**src/hdl/rvex_ram.sv**
```systemverilog
// Generic single-write, single-read RAM with a registered read port.
// Depends on nothing.
`default_nettype none
module rvex_ram #(
  parameter int unsigned WIDTH = 8,
  parameter int unsigned DEPTH = 16
) (
  input  wire logic                     clk_i,
  input  wire logic                     we_i,
  input  wire logic [$clog2(DEPTH)-1:0] waddr_i,
  input  wire logic [WIDTH-1:0]         wdata_i,
  input  wire logic [$clog2(DEPTH)-1:0] raddr_i,
  output logic      [WIDTH-1:0]         rdata_o
);

  logic [WIDTH-1:0] mem_q [DEPTH];

  always_ff @(posedge clk_i) begin
    if (we_i) begin
      mem_q[waddr_i] <= wdata_i;
    end
    rdata_o <= mem_q[raddr_i];
  end

endmodule
`default_nettype wire

```
**config.mk**
```make
export PLATFORM = sky130hd
export DESIGN_NAME = rvex_ram
export DESIGN_NICKNAME = d
export VERILOG_FILES = /design/src/hdl/rvex_ram.sv
export SDC_FILE = /design/constraint.sdc
export NUM_CORES = 1
export LEC_CHECK = 0
export BUFFER_PORTS_ARGS = -buffer_cell sky130_fd_sc_hd__buf_2
export CORE_ASPECT_RATIO = 1.25
export CORE_UTILIZATION = 40
export DETAILED_ROUTE_END_ITERATION = 10
export PLACE_DENSITY = 0.67
export SYNTH_ARGS = -nofsm -noshare
export SYNTH_HDL_FRONTEND = slang
export SYNTH_SLANG_ARGS = --single-unit
```
**constraint.sdc**
```tcl
create_clock -name clk_i -period 4.7 [get_ports clk_i]
set_input_delay 0 -clock clk_i [delete_from_list [all_inputs] [get_ports clk_i]]
set_output_delay 0 -clock clk_i [all_outputs]
set_load 0.01 [all_outputs]
```
==> flow_summary.json <==
{
  "status": "complete, no violations",
  "worst_slack_ns": 3.132,
  "relSlewSlack": 0.1798,
  "grt_pass1_wl_mm": 14.30,
  "core_region_area_um2": 12330,
  "pwr-share-seq": 0.520,
  "syn_area_um2": 5147,
  "start_kind": "primary input",
  "wl_per_cell_um": 21.71,
  "critical_path.max_fanout": 8,
  "cts_sinks": 136,
  "gp_congestion": 0.7144,
  "clkPwrFrac": 0.432,
  "rsz0062_at_grt": "false",
  "p_per_area_nw_per_um2": 438.3,
  "dp_slack_ns": 2.645,
  "hpwl_mm": 5.982,
  "start_util": 0.4175,
  "reg2reg_depth": 3,
  "cp_data_arrival_time_ns": 1.58,
  "layout.nets": 290,
  "min_path_cells": 2,
  "min_period_ns": 1.568,
  "ys_seq_elements": 136,
  "die_x_um": 103.5,
  "finClkSkew_ns": 0.006725,
  "grt_pass1_vias": 2437,
  "syn_inst": 229,
  "multi_input_area_um2": 1067,
  "yosys.area.top_type": "edfxtp_1",
  "reg2reg_from": "mem_q[1][2]",
  "drcViolationCount": 0,
  "cts_tree": "done",
  "synth_top_area_frac": 0.7467,
  "regToRegEndpoint": "rdata_o[2]",
  "fp.dieH_um": 128.8,
  "ys_types": 19,
  "dr.first_iter.drc_count": 159,
  "area_growth_pct": 16.43,
  "cts_buffers": 17,
  "fp-row-count": 45,
  "drv_slew": 0,
  "final_layout_size_suffix_gt1_frac": 0.2430,
  "combPwrFrac": 0.047,
  "syn_avg_cell_area_um2": 22.48,
  "r2r_setup_slack_ns": 3.36,
  "cts_resized": 0,
  "p_int_w": 0.002105,
  "gr-usage-all-layers": 0.1597,
  "die_area_um2": 13330,
  "yosysWarnings": 0,
  "diodes": 0,
  "globalRouteOverflowTotal": 0,
  "synth_edf_count": 128,
  "max_cap_viol_count": 0,
  "p_leak_nw": 1.978,
  "cts-root-buf": "clkbuf_16",
  "hold_class": "in -> reg",
  "wirelength_mm": 9.724,
  "clk_latency_ns": 0.41,
  "synth.most_common_cell": "edfxtp_1",
  "synth_flop_cell": "edfxtp_1",
  "vias": 2378,
  "filler_cell_count": 983,
  "firstDrtPassIters": 6,
  "seqCellArea_um2": 4004,
  "finalSetupTns_ns": 0,
  "p_sw_frac": 0.1987,
  "required_ns": 4.72,
  "h-tree-depth": 4,
  "grt_max_degree": 33,
  "hold_viol_final": 0,
  "worst_pin_slew_ns": 1.221,
  "min_to": "mem_q[8][1]",
  "dp.cells": 409,
  "fin_crit_sh": 0.3335,
  "clk_path_buf_depth": 2,
  "peakVddDrop_uv": 316.9,
  "async_flop_share": 0,
  "antenna_found_initial": 0,
  "hp-start": "waddr_i[1]",
  "antenna_left": 0,
  "syn_nets": 247,
  "max_freq_ghz": 0.6379,
  "end_kind": "flip-flop",
  "ios": 26,
  "clk_pin_slew_ns": 0.05,
  "synth_common_cells": "128 x edfxtp_1, 18 x mux4_2, 16 x a22oi_1, 14 x mux4_1, 13 x nor2_1",
  "yosysSeqAreaShare": 0.7778,
  "viasPerCell": 5.308,
  "numPortBuffers": 25,
  "switchingPower_w": 0.0005221,
  "final_cells": 448,
  "netlist_top_cells_area": "edfxtp_1 75%, mux4_2 7.9%, mux4_1 7.1%",
  "crit_type": "in -> reg",
  "setup-violations-final": 0
}
## cell type report
cell class | instances | share of cell area
multi-input cells | 83 | 0.1781
clock buffers | 27 | 0.08058
clock inverters | 4 | 0.003549
flip-flops and latches | 136 | 0.6681
well taps | 164 | 0.03424
repair buffers | 34 | 0.03549
## power groups by stage
stage,clock [W],combinational [W],sequential (W)
2_1_floorplan,0,0.0000688,0.00139
3_3_place_gp,0,0.000118,0.00139
3_5_place_dp,0,0.000121,0.00139
4_1_cts,0.00115,0.000126,0.00137
5_1_grt,0.00119,0.000135,0.00137
6_report,0.00114,0.000125,0.00137
## layer usage
metal,share of wire,GRT usage,vias up
li1,-,-,1059
met1,0.42,0.2065,1220
met2,0.50,0.2520,82
met3,0.053,0.04454,17
met4,0.024,0.06959,0
met5,0,0,-
## how the worst max path moves through the flow
stage | start | endpoint | slack, ns
5_1_grt | waddr_i[2] | mem_q[0][4] | 2.99
3_3_place_gp | waddr_i[2] | mem_q[0][4] | 2.60
4_1_cts | waddr_i[2] | mem_q[0][4] | 3.08
6_report | waddr_i[2] | mem_q[0][7] | 3.13
3_5_place_dp | waddr_i[2] | mem_q[0][4] | 2.65
2_1_floorplan | waddr_i[2] | mem_q[0][0] | 3.21
## per-stage QoR
| stage | power [W] | utilization | hold WS [ns] | cell area [um2] |
|---|---|---|---|---|
| final | 0.002627 | 0.4860 | 0.09890 | 5993 |
| after CTS | 0.002639 | 0.4860 | 0.09052 | 5993 |
| after floorplan | 0.001460 | - | 0.09887 | 5147 |
| after detailed placement | 0.001512 | 0.4387 | 0.3951 | 5409 |
| after global placement | 0.001509 | 0.4387 | 0.3796 | 5409 |
| after global routing | 0.002695 | 0.4860 | 0.1167 | 5993 |
## flip-flops by register name (all words and copies together) (netlist names)
| register | cells |
|---|---|
| mem_q | 128 |
| rdata_o | 8 |
## cell usage in the layout (no fill, tap or decap), types with 2 or more instances in the layout
cell type / instances
mux4_2: 18
edfxtp_1: 128
clkinv_2: 2
dlygate4sd3_1: 8
nand2_1: 9
nor2_1: 13
nor3_1: 2
dfxtp_1: 8
clkbuf_1: 8
mux4_1: 14
nand2b_1: 2
clkbuf_16: 17
a22oi_1: 16
nand3b_1: 2
buf_2: 25
clkbuf_8: 2
nor3_2: 2
## worst max-delay path, stage by stage
cell	delay, ns
buf_2	0.13
or3b_2	0.51
nor3_1	0.95
## kinds of logic (layout without fill, tap and decap cells)
kind of cell,count (synthesis),after routing,share of synthesized area
DFF,136,136,0.7778
and+or+nand+nor,35,35,0.03184
muxes,32,32,0.1502
AOI/OAI and AO/OA,16,16,0.02334
buffers and inverters,10,65,0.01677
## what timing repair did
action,4_1_cts,5_1_grt
buffers inserted,0,0
endpoints found under the hold margin,128,0
hold buffers,8,0
No activity file was read; power rests on OpenSTA's default activity.
